<file path="src/rtl/core/irl_pkg.sv">
// ----------------------------------------------------------------------------
// irl_pkg
// Shared types, constants and helper functions for the indexed record list.
// ----------------------------------------------------------------------------
package irl_pkg;

  localparam int CAPACITY   = 16;
  localparam int NAME_BYTES = 20;
  localparam int NAME_SLOTS = 24;
  localparam int NAME_W     = NAME_SLOTS * 8;
  localparam int WORD_W     = 64;
  localparam int SCORE_W    = 16;
  localparam int MARK_W     = 8;
  localparam int POS_W      = 6;
  localparam int TOTAL_W    = 7;
  localparam int IDX_W      = $clog2(CAPACITY);
  localparam int COUNT_W    = $clog2(CAPACITY + 1);
  localparam int CMP_W      = ((POS_W > COUNT_W) ? POS_W : COUNT_W) + 1;

  typedef enum logic [1:0] {
    MODE_INSERT = 2'd0,
    MODE_DELETE = 2'd1,
    MODE_MAX    = 2'd2,
    MODE_FIND   = 2'd3
  } mode_t;

  typedef enum logic [1:0] {
    STATUS_OK    = 2'd0,
    STATUS_RANGE = 2'd1,
    STATUS_FULL  = 2'd2
  } status_t;

  typedef enum logic [3:0] {
    ST_IDLE,
    ST_DECIDE,
    ST_SHIFT_UP,
    ST_SHIFT_DOWN,
    ST_FLUSH,
    ST_INS_WRITE,
    ST_SCAN,
    ST_DRAIN,
    ST_SCAN_END
  } state_t;

  typedef enum logic [1:0] {
    SCAN_ZERO,
    SCAN_TOP,
    SCAN_NEXT
  } scan_sel_t;

  typedef enum logic [2:0] {
    EMIT_PLAIN,
    EMIT_INSERTED,
    EMIT_DELETED,
    EMIT_MAX,
    EMIT_MORE,
    EMIT_LAST
  } emit_kind_t;

  typedef struct packed {
    logic [NAME_W-1:0]  name;
    logic [SCORE_W-1:0] score;
  } record_t;

  typedef struct packed {
    logic       load;
    logic       scan_load;
    scan_sel_t  scan_sel;
    logic       shift_up;
    logic       shift_down;
    logic       scan_read;
    logic       write_new;
    logic       count_inc;
    logic       count_dec;
    logic       emit;
    emit_kind_t emit_kind;
    status_t    emit_status;
  } dp_cmd_t;

  typedef struct packed {
    mode_t mode;
    logic  pos_gt;
    logic  pos_eq;
    logic  last_pos;
    logic  full;
    logic  count_zero;
    logic  scan_at_pos;
    logic  scan_at_top;
    logic  hit;
    logic  pend_valid;
  } dp_stat_t;

  // Cuts the name to NAME_BYTES bytes and clears every byte after the first
  // zero byte, so that equal strings give equal words.
  function automatic logic [NAME_W-1:0] normalize_name(input logic [NAME_W-1:0] raw);
    logic              ended;
    logic [7:0]        b;
    logic [NAME_W-1:0] res;
    ended = 1'b0;
    res   = '0;
    for (int i = 0; i < NAME_SLOTS; i++) begin
      b = raw[i*8 +: 8];
      if ((i >= NAME_BYTES) || ended) begin
        b = 8'h00;
      end
      if (b == 8'h00) begin
        ended = 1'b1;
      end
      res[i*8 +: 8] = b;
    end
    return res;
  endfunction

endpackage

</file>
<file path="src/rtl/core/irl_datapath.sv">
// ----------------------------------------------------------------------------
// irl_datapath
// Record memory, record count, scan pointer, match and maximum tracking, and
// the result register.
// ----------------------------------------------------------------------------
module irl_datapath
  import irl_pkg::*;
(
  input  logic                clk,
  input  logic                rst,
  input  dp_cmd_t             cmd,
  output dp_stat_t            stat,
  input  logic [1:0]          mode,
  input  logic [POS_W-1:0]    position,
  input  logic [WORD_W-1:0]   name_word0,
  input  logic [WORD_W-1:0]   name_word1,
  input  logic [WORD_W-1:0]   name_word2,
  input  logic [SCORE_W-1:0]  score_in,
  output logic                done,
  output logic [1:0]          status,
  output logic [TOTAL_W-1:0]  entry_total,
  output logic [MARK_W-1:0]   max_mark,
  output logic                found,
  output logic [POS_W-1:0]    match_position,
  output logic [SCORE_W-1:0]  match_score,
  output logic                last
);

  record_t            mem [CAPACITY];
  record_t            rd_data;

  mode_t              mode_q;
  logic [POS_W-1:0]   pos_q;
  logic [NAME_W-1:0]  key;
  logic [SCORE_W-1:0] score_q;

  logic [COUNT_W-1:0] count;
  logic [IDX_W-1:0]   scan;
  logic               mv_valid;
  logic [IDX_W-1:0]   mv_dst;
  logic               chk_valid;
  logic [IDX_W-1:0]   chk_idx;
  logic               pend_valid;
  logic [IDX_W-1:0]   pend_idx;
  logic [SCORE_W-1:0] pend_score;
  logic [SCORE_W-1:0] best;

  logic [CMP_W-1:0]   pos_x;
  logic [CMP_W-1:0]   cnt_x;
  logic               hit;
  logic               rd_en;

  assign pos_x = CMP_W'(pos_q);
  assign cnt_x = CMP_W'(count);
  assign hit   = chk_valid && (mode_q == MODE_FIND) && (rd_data.name == key);
  assign rd_en = cmd.shift_up || cmd.shift_down || cmd.scan_read;

  always_comb begin
    stat.mode        = mode_q;
    stat.pos_gt      = pos_x > cnt_x;
    stat.pos_eq      = pos_x == cnt_x;
    stat.last_pos    = (pos_x + CMP_W'(1)) == cnt_x;
    stat.full        = count == COUNT_W'(CAPACITY);
    stat.count_zero  = count == '0;
    stat.scan_at_pos = scan == IDX_W'(pos_q);
    stat.scan_at_top = (CMP_W'(scan) + CMP_W'(1)) == cnt_x;
    stat.hit         = hit;
    stat.pend_valid  = pend_valid;
  end

  // Transaction capture.
  always_ff @(posedge clk) begin
    if (cmd.load) begin
      mode_q  <= mode_t'(mode);
      pos_q   <= position;
      key     <= normalize_name({name_word2, name_word1, name_word0});
      score_q <= score_in;
    end
  end

  // Record memory: one read and one write port, read data registered.
  always_ff @(posedge clk) begin
    if (rd_en) begin
      rd_data <= mem[scan];
    end
    if (mv_valid) begin
      mem[mv_dst] <= rd_data;
    end else if (cmd.write_new) begin
      mem[IDX_W'(pos_q)] <= '{name: key, score: score_q};
    end
  end

  always_ff @(posedge clk) begin
    if (cmd.scan_load) begin
      unique case (cmd.scan_sel)
        SCAN_TOP:  scan <= IDX_W'(count - COUNT_W'(1));
        SCAN_NEXT: scan <= IDX_W'(pos_x + CMP_W'(1));
        default:   scan <= '0;
      endcase
    end else if (cmd.shift_up) begin
      scan <= scan - IDX_W'(1);
    end else if (cmd.shift_down || cmd.scan_read) begin
      scan <= scan + IDX_W'(1);
    end
    // A record read while shifting is written one place over on the next cycle.
    if (cmd.shift_up) begin
      mv_dst <= scan + IDX_W'(1);
    end else begin
      mv_dst <= scan - IDX_W'(1);
    end
    chk_idx <= scan;
    if (hit) begin
      pend_idx   <= chk_idx;
      pend_score <= rd_data.score;
    end
    if (cmd.scan_load) begin
      best <= '0;
    end else if (chk_valid && (rd_data.score > best)) begin
      best <= rd_data.score;
    end
  end

  always_ff @(posedge clk) begin
    if (rst) begin
      count      <= '0;
      mv_valid   <= 1'b0;
      chk_valid  <= 1'b0;
      pend_valid <= 1'b0;
    end else begin
      mv_valid  <= cmd.shift_up || cmd.shift_down;
      chk_valid <= cmd.scan_read;
      if (cmd.scan_load) begin
        pend_valid <= 1'b0;
      end else if (hit) begin
        pend_valid <= 1'b1;
      end
      if (cmd.count_inc) begin
        count <= count + COUNT_W'(1);
      end else if (cmd.count_dec) begin
        count <= count - COUNT_W'(1);
      end
    end
  end

  // Result register.
  always_ff @(posedge clk) begin
    if (rst) begin
      done <= 1'b0;
    end else begin
      done <= cmd.emit;
    end
  end

  always_ff @(posedge clk) begin
    if (cmd.emit) begin
      status         <= cmd.emit_status;
      entry_total    <= TOTAL_W'(count);
      max_mark       <= '0;
      found          <= 1'b0;
      match_position <= '0;
      match_score    <= '0;
      last           <= 1'b1;
      unique case (cmd.emit_kind)
        EMIT_INSERTED: entry_total <= TOTAL_W'(count + COUNT_W'(1));
        EMIT_DELETED:  entry_total <= TOTAL_W'(count - COUNT_W'(1));
        EMIT_MAX:      max_mark    <= best[SCORE_W-1 -: MARK_W];
        EMIT_MORE: begin
          found          <= 1'b1;
          match_position <= POS_W'(pend_idx);
          match_score    <= pend_score;
          last           <= 1'b0;
        end
        EMIT_LAST: begin
          found          <= 1'b1;
          match_position <= POS_W'(pend_idx);
          match_score    <= pend_score;
        end
        default: begin
        end
      endcase
    end
  end

  a_count_range: assert property (@(posedge clk) disable iff (rst)
    count <= COUNT_W'(CAPACITY))
    else $error("record count above capacity");

  a_write_clash: assert property (@(posedge clk) disable iff (rst)
    !(mv_valid && cmd.write_new))
    else $error("new record written while a shift write is pending");

  a_scan_vs_move: assert property (@(posedge clk) disable iff (rst)
    !(chk_valid && mv_valid))
    else $error("scan check and shift move in the same cycle");

  a_insert_count: assert property (@(posedge clk) disable iff (rst)
    (cmd.emit && (cmd.emit_kind == EMIT_INSERTED)) |=> (count == $past(count) + COUNT_W'(1)))
    else $error("insert did not grow the record count");

endmodule

</file>
<file path="src/rtl/core/irl_controller.sv">
// ----------------------------------------------------------------------------
// irl_controller
// Sequencer for the indexed record list: decides each transaction, runs the
// shift and scan passes and orders the results.
// ----------------------------------------------------------------------------
module irl_controller
  import irl_pkg::*;
(
  input  logic     clk,
  input  logic     rst,
  input  logic     start,
  output logic     busy,
  output dp_cmd_t  cmd,
  input  dp_stat_t stat
);

  state_t state;
  state_t state_next;

  always_ff @(posedge clk) begin
    if (rst) begin
      state <= ST_IDLE;
    end else begin
      state <= state_next;
    end
  end

  always_comb begin
    state_next      = state;
    cmd             = '0;
    cmd.scan_sel    = SCAN_ZERO;
    cmd.emit_kind   = EMIT_PLAIN;
    cmd.emit_status = STATUS_OK;
    busy            = state != ST_IDLE;

    unique case (state)
      ST_IDLE: begin
        if (start) begin
          cmd.load   = 1'b1;
          state_next = ST_DECIDE;
        end
      end

      ST_DECIDE: begin
        state_next = ST_IDLE;
        unique case (stat.mode)
          MODE_INSERT: begin
            priority if (stat.pos_gt) begin
              cmd.emit        = 1'b1;
              cmd.emit_status = STATUS_RANGE;
            end else if (stat.full) begin
              cmd.emit        = 1'b1;
              cmd.emit_status = STATUS_FULL;
            end else if (stat.pos_eq) begin
              state_next = ST_INS_WRITE;
            end else begin
              cmd.scan_load = 1'b1;
              cmd.scan_sel  = SCAN_TOP;
              state_next    = ST_SHIFT_UP;
            end
          end
          MODE_DELETE: begin
            priority if (stat.pos_gt || stat.pos_eq) begin
              cmd.emit        = 1'b1;
              cmd.emit_status = STATUS_RANGE;
            end else if (stat.last_pos) begin
              cmd.emit      = 1'b1;
              cmd.emit_kind = EMIT_DELETED;
              cmd.count_dec = 1'b1;
            end else begin
              cmd.scan_load = 1'b1;
              cmd.scan_sel  = SCAN_NEXT;
              state_next    = ST_SHIFT_DOWN;
            end
          end
          default: begin
            cmd.scan_load = 1'b1;
            cmd.scan_sel  = SCAN_ZERO;
            state_next    = stat.count_zero ? ST_SCAN_END : ST_SCAN;
          end
        endcase
      end

      ST_SHIFT_UP: begin
        cmd.shift_up = 1'b1;
        if (stat.scan_at_pos) begin
          state_next = ST_FLUSH;
        end
      end

      ST_SHIFT_DOWN: begin
        cmd.shift_down = 1'b1;
        if (stat.scan_at_top) begin
          state_next = ST_FLUSH;
        end
      end

      // The last shifted record is written back in this cycle.
      ST_FLUSH: begin
        if (stat.mode == MODE_INSERT) begin
          state_next = ST_INS_WRITE;
        end else begin
          cmd.emit      = 1'b1;
          cmd.emit_kind = EMIT_DELETED;
          cmd.count_dec = 1'b1;
          state_next    = ST_IDLE;
        end
      end

      ST_INS_WRITE: begin
        cmd.write_new = 1'b1;
        cmd.count_inc = 1'b1;
        cmd.emit      = 1'b1;
        cmd.emit_kind = EMIT_INSERTED;
        state_next    = ST_IDLE;
      end

      ST_SCAN, ST_DRAIN: begin
        cmd.scan_read = (state == ST_SCAN);
        // A new match releases the one held before it, which is then not last.
        if (stat.hit && stat.pend_valid) begin
          cmd.emit      = 1'b1;
          cmd.emit_kind = EMIT_MORE;
        end
        if (state == ST_DRAIN) begin
          state_next = ST_SCAN_END;
        end else if (stat.scan_at_top) begin
          state_next = ST_DRAIN;
        end
      end

      ST_SCAN_END: begin
        cmd.emit   = 1'b1;
        state_next = ST_IDLE;
        if (stat.mode == MODE_MAX) begin
          cmd.emit_kind = EMIT_MAX;
        end else if (stat.pend_valid) begin
          cmd.emit_kind = EMIT_LAST;
        end
      end

      default: begin
        state_next = ST_IDLE;
      end
    endcase
  end

  a_idle_no_more: assert property (@(posedge clk) disable iff (rst)
    (state == ST_IDLE) |-> !(cmd.emit && (cmd.emit_kind == EMIT_MORE)))
    else $error("intermediate match emitted while idle");

  a_load_only_idle: assert property (@(posedge clk) disable iff (rst)
    cmd.load |-> (!busy && start))
    else $error("transaction loaded while busy");

  a_decide_follows_load: assert property (@(posedge clk) disable iff (rst)
    cmd.load |=> (state == ST_DECIDE))
    else $error("loaded transaction not decided next cycle");

endmodule

</file>
<file path="src/rtl/core/indexed_record_list.sv">
// ----------------------------------------------------------------------------
// indexed_record_list
// Ordered table of named records with fixed-point scores: insert and delete
// at a position, maximum score and find by name.
// ----------------------------------------------------------------------------
// Usage:
//   A transaction is taken at a rising edge with start high and busy low;
//   mode, position, the three name words and score_in are sampled then.
//   Each result appears for one cycle with done high. The receiver cannot
//   stall, so results are simply produced one after another.
//   Insert and delete shift the table one record per cycle through the
//   read port and the write port of the record memory. With n records, an
//   insert at p below n keeps busy high through decide, the moves of records
//   p to n-1, flush and write, and one at p equal to n through decide and
//   write; a rejected insert or delete only decides. A delete at p decides,
//   moves records p+1 to n-1 and flushes, or only decides when p is the last
//   record. Max and find scan all n records, one memory read per cycle,
//   through decide, scan, drain and scan end, or decide and scan end on an
//   empty table; find emits each match as soon as the next match or the end
//   of the scan shows whether it is the last. Every result is registered, so
//   done follows the cycle that issues it. Reset empties the table at once;
//   no clearing pass is needed: only records below the count are ever read.
// ----------------------------------------------------------------------------
module indexed_record_list
  import irl_pkg::*;
(
  input  logic                clk,
  input  logic                rst,
  input  logic                start,
  output logic                busy,
  input  logic [1:0]          mode,
  input  logic [POS_W-1:0]    position,
  input  logic [WORD_W-1:0]   name_word0,
  input  logic [WORD_W-1:0]   name_word1,
  input  logic [WORD_W-1:0]   name_word2,
  input  logic [SCORE_W-1:0]  score_in,
  output logic                done,
  output logic [1:0]          status,
  output logic [TOTAL_W-1:0]  entry_total,
  output logic [MARK_W-1:0]   max_mark,
  output logic                found,
  output logic [POS_W-1:0]    match_position,
  output logic [SCORE_W-1:0]  match_score,
  output logic                last
);

  dp_cmd_t  cmd;
  dp_stat_t stat;

  irl_controller u_ctrl (
    .clk   (clk),
    .rst   (rst),
    .start (start),
    .busy  (busy),
    .cmd   (cmd),
    .stat  (stat)
  );

  irl_datapath u_dp (
    .clk            (clk),
    .rst            (rst),
    .cmd            (cmd),
    .stat           (stat),
    .mode           (mode),
    .position       (position),
    .name_word0     (name_word0),
    .name_word1     (name_word1),
    .name_word2     (name_word2),
    .score_in       (score_in),
    .done           (done),
    .status         (status),
    .entry_total    (entry_total),
    .max_mark       (max_mark),
    .found          (found),
    .match_position (match_position),
    .match_score    (match_score),
    .last           (last)
  );

endmodule

</file>
<file path="config.mk">
export PLATFORM = sky130hd
export DESIGN_NAME = indexed_record_list
export DESIGN_NICKNAME = d
export VERILOG_FILES = /design/src/rtl/core/irl_pkg.sv /design/src/rtl/core/irl_datapath.sv /design/src/rtl/core/irl_controller.sv /design/src/rtl/core/indexed_record_list.sv
export SDC_FILE = /design/constraint.sdc
export NUM_CORES = 2
export LEC_CHECK = 0
export ABC_CLOCK_PERIOD_IN_PS = 23200
export BUFFER_PORTS_ARGS = -buffer_cell sky130_fd_sc_hd__buf_2
export CAP_MARGIN = 20
export CELL_PAD_IN_SITES_DETAIL_PLACEMENT = 1
export CELL_PAD_IN_SITES_GLOBAL_PLACEMENT = 1
export CORE_MARGIN = 3
export CORE_UTILIZATION = 60
export CTS_BUF_LIST = sky130_fd_sc_hd__clkbuf_4
export CTS_CLUSTER_DIAMETER = 120
export DETAILED_ROUTE_END_ITERATION = 8
export PLACE_DENSITY_LB_ADDON = 0.1
export SLEW_MARGIN = 20
export SYNTH_ARGS = -nofsm -noshare
export SYNTH_HDL_FRONTEND = slang
export SYNTH_SLANG_ARGS = --single-unit
export TNS_END_PERCENT = 100
</file>
<file path="constraint.sdc">
create_clock -name clk -period 23.2 [get_ports clk]
set_clock_uncertainty 0.05 [all_clocks]
set_input_delay 0 -clock clk [delete_from_list [all_inputs] [get_ports clk]]
set_output_delay 0 -clock clk [all_outputs]
set_load 0.1 [all_outputs]
</file>
# Yosys cells after proc, flatten, opt, wreduce, memory -nomap -nowiden
# Memory sizes are Yosys's and may differ from the RTL's. A register that Yosys moved wholly into a read port is not among the register bits.
# Index checks and enable logic that the tools add are counted.
[word_totals]
mem_bits_rw = 3328
memories = 1
regBits = 286
[memory_table]
columns = ["memory", "depth", "word_bits", "rd", "rd_ports_with_merged_regs", "wr", "line_no", "source"]
rows = [
  ["u_dp.mem", 16, 208, 1, 1, 1, "irl_datapath.sv:29", "record_t mem [CAPACITY];"],
]
[op_classes]
n_addsub = 8
muxes = 138
magnitude_cmp = 2
eq_ne = 28
n_reduce_logical = 38
[op_table]
columns = ["operator", "count"]
rows = [
  ["8-bit two-way mux", 36],
  ["208-bit two-way mux", 1],
  ["208-bit OR reduction", 1],
  ["192-bit by 160-bit == test with 1-bit output", 1],
  ["8-bit zero test", 19],
  ["1-bit two-way mux", 57],
  ["4-bit two-way mux", 14],
  ["3-bit two-way mux", 13],
  ["4-bit case mux with 6 select lines", 1],
  ["5-bit two-way mux", 4],
  ["4-bit case mux with 5 select lines", 1],
  ["4-bit by 3-bit == test with 1-bit output (second input constant)", 4],
  ["16-bit greater-than comparator", 1],
  ["4-bit case mux with 2 select lines", 2],
  ["7-bit by 5-bit == test with 1-bit output", 2],
  ["7-bit case mux with 2 select lines", 1],
  ["4-bit by 2-bit == test with 1-bit output (second input constant)", 2],
  ["2-bit two-way mux", 4],
  ["6-bit by 1-bit adder with 7-bit output (second input constant)", 1],
  ["5-bit by 1-bit adder with 6-bit output (second input constant)", 1],
  ["2-bit == test (second input constant)", 3],
  ["3-bit by 2-bit == test with 1-bit output (second input constant)", 2],
  ["3-bit == test (second input constant)", 2],
  ["6-bit by 5-bit == test with 1-bit output", 1],
  ["28 further kinds", 40],
]

# Longest topological paths before layout
[depth]
depth_word = 93
depth_mapped = 15

# By module
# A second synthesis with hierarchy kept.
[unflattened]
hier_cells = 7752
area_unflattened_um2 = 149847.5
[modules_own_cells]
columns = ["mod", "cells_each", "area_per_inst_um2", "instances"]
rows = [
  ["irl_datapath", 7653, 149161.8, 1],
  ["irl_controller", 99, 685.7, 1],
]

# Worst setup path after synthesis
# OpenSTA, ideal clock, no wires.
[synth_path]
path_type = "register to register"
from = "reg u_ctrl.state[1]"
to = "reg u_ctrl.state[2]"
t_arrival_ns = 11.731
path_slack_ns = 11.296
setup_ns = 0.123
stages_incl_launch_ff = 6
required_ns = 23.027
n_path_buf = 1
path_cell_list = "dfxtp_1 clkbuf_1 nand2b_1 a21oi_1 a2111oi_0 nor3_1"
[synth_between]
elab_chain_len = 4
[synth_lines]
columns = ["item", "line_no", "source"]
rows = [
  ["start: declaration", "irl_controller.sv:17", "state_t state;"],
  ["start signal: assignment", "irl_controller.sv:24", "state <= state_next;"],
  ["4-bit by 3-bit == test with 1-bit output, on equally long branches", "irl_controller.sv:36, irl_controller.sv:125", ""],
  ["2-bit OR reduction", "irl_controller.sv:36", "unique case (state)"],
  ["3-bit by 2-bit inequality test with 1-bit output (no source line)", "--", ""],
  ["4-bit AND reduction (no source line)", "--", ""],
]
# Several ways; a longest one is shown, not always the timed one.
# A chain may end at the register's enable or synchronous reset.

# Final worst setup path
[layout_path]
from = "reg u_ctrl.state[2]"
to = "mem u_dp.mem[8][86] (netlist name), enable pin"
[layout_between]
elab_chain_len = 7
[layout_lines]
columns = ["item", "line_no", "source"]
rows = [
  ["4-bit by 3-bit == test with 1-bit output *", "irl_controller.sv:36", ""],
  ["2-bit two-way mux *", "irl_controller.sv:36", ""],
  ["1-bit two-way mux *", "irl_datapath.sv:88", "end else if (cmd.write_new) begin"],
  ["1-bit two-way mux *", "irl_datapath.sv:86", "if (mv_valid) begin"],
  ["1-bit two-way mux (not written as such) *", "irl_datapath.sv:89", "mem[IDX_W'(pos_q)] <= '{name: key, score: score_q};"],
  ["208-bit OR reduction (no source line)", "--", ""],
  ["4-bit two-way mux (no source line) or 1-bit two-way mux (tied branches)", "--", ""],
  ["end: declaration", "irl_datapath.sv:29", ""],
]
# Every way passes the cells marked *; elsewhere a longest branch is shown, timed or not.

==> reports/qor.csv <==
stage;metric;value;unit
hold_path;worst hold stages;4;
critical_path;Reg2Reg Capture Point;u_dp.mem[8][86]$_DFFE_PP_;
cts;CTS Hold Bufs;556;
synthesis;#FFs+latches synth;3820;
placed_design;Inst Count DP;9473;
cts;CTS tree;built;
critical_path;Required @ worst endpoint;24230;ps
cells_and_area;Layout Cells excl Fill;11678;
global_route;largest net degree at the start of global routing;122;
floorplan;I/O pin total;262;
sta;Final Cycle Share;28.3;%
floorplan;Site Rows;180;
synthesis;share of synthesized registers carrying an async set or reset;0;%
global_route;GRT Util Overall;33.1;%
placed_design;Port Buf Inserts;227;
hold_path;Min-Delay Endpoint;u_dp.key[126]$_DFFE_PP_;
cts;Clock Path Buffers;4;
synthesis;Synth Warn #;0;
floorplan;core box area;0.242;mm2
pwr;peak supply drop;0.0784;mV
critical_path;Setup crit start kind;flop;
cells_and_area;Final Net Count;8026;
pwr;Cell Pwr Density;103;mW/mm2
global_route;grt ovf;0;
floorplan;Die Wd;501;um
sta;Hold Violations, Final;0;
cts;Worst-path clk slew;70;ps
cells_and_area;most frequent cells in the layout;edfxtp_1, clkbuf_4, mux4_2;
global_route;first-pass GRT wire length;591;mm
synthesis;Synth Instances;6205;
drt;Post-Route WL;409;mm
global_route;number of global-route vias before repair;82269;
sta;RSZ-0062 raised after global routing;false;
sta;Rel. slew slack;16.9;%
placed_design;gpl congestion;0.772;
synthesis;post-synth cell types;70;
pwr;Static Leakage;54.6;nW
critical_path;Reg2Reg Depth;9;
sta;max-slew violation count;0;
cells_and_area;most common cell after layout, fill and taps aside;edfxtp_1;
critical_path;Crit Path Class;reg2reg;
job;number of max-cap violations;0;
cells_and_area;fillcell total;18897;
critical_path;CP Max Fanout;45;
sta;Setup Viol. Count Final;0;
cts;worst skew pair latency;1540;ps
critical_path;setup slack, reg-to-reg;16630;ps
drt;WL per Instance;35.0;um
cts;Post-CTS Setup Bufs;0;
critical_path;Crit. End Element;flop;
floorplan;Die Area;0.251;mm2
critical_path;Critical Path AT;7600;ps
cts;CTS Root Cell;clkbuf_4;
sta;fmax;152;MHz
drt;total number of vias;76872;
sta;Tmin final;6570;ps
critical_path;RR Startpoint;u_ctrl.state[2]$_SDFFE_PP0P_;
synthesis;mapped cell area;0.147;mm2
hold_path;Min-Delay Path Class;in2reg;
drt;Pre-antenna DRT Iters;8;
floorplan;Initial Util;60.7;%
cts;H-tree depth;6;
global_route;initial antenna violation count;13;
floorplan;Die Y;501;um
sta;Worst-Margin Slew;1240;ps
cells_and_area;fin util;70.1;%
synthesis;Seq/Total Area, Yosys;77.9;%
drt;Via density;6.58;
hold_path;Min-Delay Startpoint;name_word1[62];
cells_and_area;layout cells sized above 1;35.5;%
sta;setup TNS;0;ps
cts;post_cts resized;0;
cts;Num CTS Buffers;929;
drt;DRC violations left;0;
synthesis;Post-synth EDFFs;3783;
cts;clk sinks;3820;
synthesis;Synth Area per Inst;23.7;um2
drt;Initial DRC Count;9619;
synthesis;ys flop type;edfxtp_1;
drt;Final ANT Viol Nets;0;
outcome;status;finished clean;
placed_design;post-DP HPWL;202;mm
cells_and_area;Area Growth Syn to Fin;15.4;%
==> metal layers <==
layer	part of all wire, %	track usage, %	vias up
li1	-	-	30113
met1	37	45.2	41327
met2	51	54.2	4697
met3	8.6	6.86	729
met4	3.3	11.7	6
met5	0.0093	0	-
==> worst max-delay path by stage <==
stage | cells past startpoint | slack [ps] | from | endpoint
after floorplan | 5 | 11300 | u_ctrl.state[1]$_SDFFE_PP0P_ | u_ctrl.state[2]$_SDFFE_PP0P_
after CTS | 9 | 16640 | u_ctrl.state[2]$_SDFFE_PP0P_ | u_dp.mem[8][83]$_DFFE_PP_
after detailed placement | 9 | 16780 | u_ctrl.state[2]$_SDFFE_PP0P_ | u_dp.mem[8][94]$_DFFE_PP_
after global routing | 9 | 16420 | u_ctrl.state[2]$_SDFFE_PP0P_ | u_dp.mem[8][98]$_DFFE_PP_
after global placement | 9 | 16820 | u_ctrl.state[2]$_SDFFE_PP0P_ | u_dp.mem[8][90]$_DFFE_PP_
final | 9 | 16630 | u_ctrl.state[2]$_SDFFE_PP0P_ | u_dp.mem[8][86]$_DFFE_PP_
==> synthesized netlist by cell type (7+ instances only) <==
cell	number	area share [%]
nand4_1	46	0.20
a21oi_1	17	0.058
edfxtp_1	3783	77
and2_1	127	0.54
nor2b_1	42	0.18
nand2_1	49	0.13
ha_1	29	0.25
a21o_1	8	0.041
o21ai_0	17	0.058
inv_1	45	0.12
or4_1	8	0.041
mux4_2	1040	16
buf_1	81	0.21
mux2i_1	21	0.14
xnor2_1	165	0.98
buf_2	45	0.15
nor3_1	16	0.055
nand3_1	7	0.024
xor2_1	7	0.042
and3_1	63	0.27
nor4_1	54	0.23
clkbuf_1	158	0.40
dfxtp_1	37	0.50
mux2_2	168	1.3
nand2b_1	15	0.064
nor2_1	67	0.17
==> state kept, by name, summed over array words and instances (netlist names), 6 cells and up <==
register / count
u_dp.max_mark: 8
u_dp.entry_total: 7
u_dp.mem: 3328
u_dp.pos_q: 6
u_dp.best: 16
u_dp.rd_data: 208
u_dp.pend_score: 16
u_dp.score_q: 16
u_dp.match_score: 16
u_dp.key: 160
==> cell families (layout without fill, tap and decap cells) <==
logic type / count (synthesis) / count (layout) / share of synthesized area (%)
fa+ha+maj: 29 / 29 / 0.247
xor+xnor: 172 / 172 / 1.03
mux: 1234 / 1234 / 17.4
flops: 3820 / 3820 / 77.9
compound gates: 101 / 101 / 0.505
other cells: 1 / 24 / 0.00255
simple gates: 515 / 515 / 2.02
buf+inv: 333 / 2598 / 0.897
==> critical path: stages, from the launching register on <==
cell and delay, ps:
dfxtp_1 690, nor2b_1 240, nand2_1 310, nor2_4 160, buf_4 740, a31oi_1 500
nor2_4 890, buf_4 880, buf_4 610, buf_4 890
==> power breakdown <==
group | switching [mW] | internal, mW
Sequential | 0.211 | 8.22
Combinational | 2.07 | 1.46
Clock | 2.82 | 2.73
==> layout make-up <==
class | instances | area [um2] | area share [%]
Multi-Input combinational cell | 2053 | 31400 | 18.5
Clock buffer | 1291 | 9690 | 5.72
Timing Repair Buffer | 928 | 8080 | 4.77
Clock inverter | 333 | 1790 | 1.05
Tap cell | 3185 | 3990 | 2.35
Sequential cell | 3820 | 114000 | 67.5
Inverter | 46 | 173 | 0.102
Antenna cell | 22 | 55.1 | 0.0325
==> per-stage QoR <==
| stage | worst slack (ps) | hold WS [ps] | area (um2) | power, mW |
|---|---|---|---|---|
| 5_1_grt | 16420 | 37.4 | 169000 | 18.2 |
| 3_3_place_gp | 16820 | 130 | 152000 | 11.9 |
| 6_report | 16630 | 156 | 169000 | 17.5 |
| 2_1_floorplan | 11300 | 48.9 | 147000 | 11.0 |
| 4_1_cts | 16640 | 38.2 | 169000 | 17.5 |
| 3_5_place_dp | 16780 | 131 | 152000 | 12.0 |
Power figures use the tool's default switching activity.
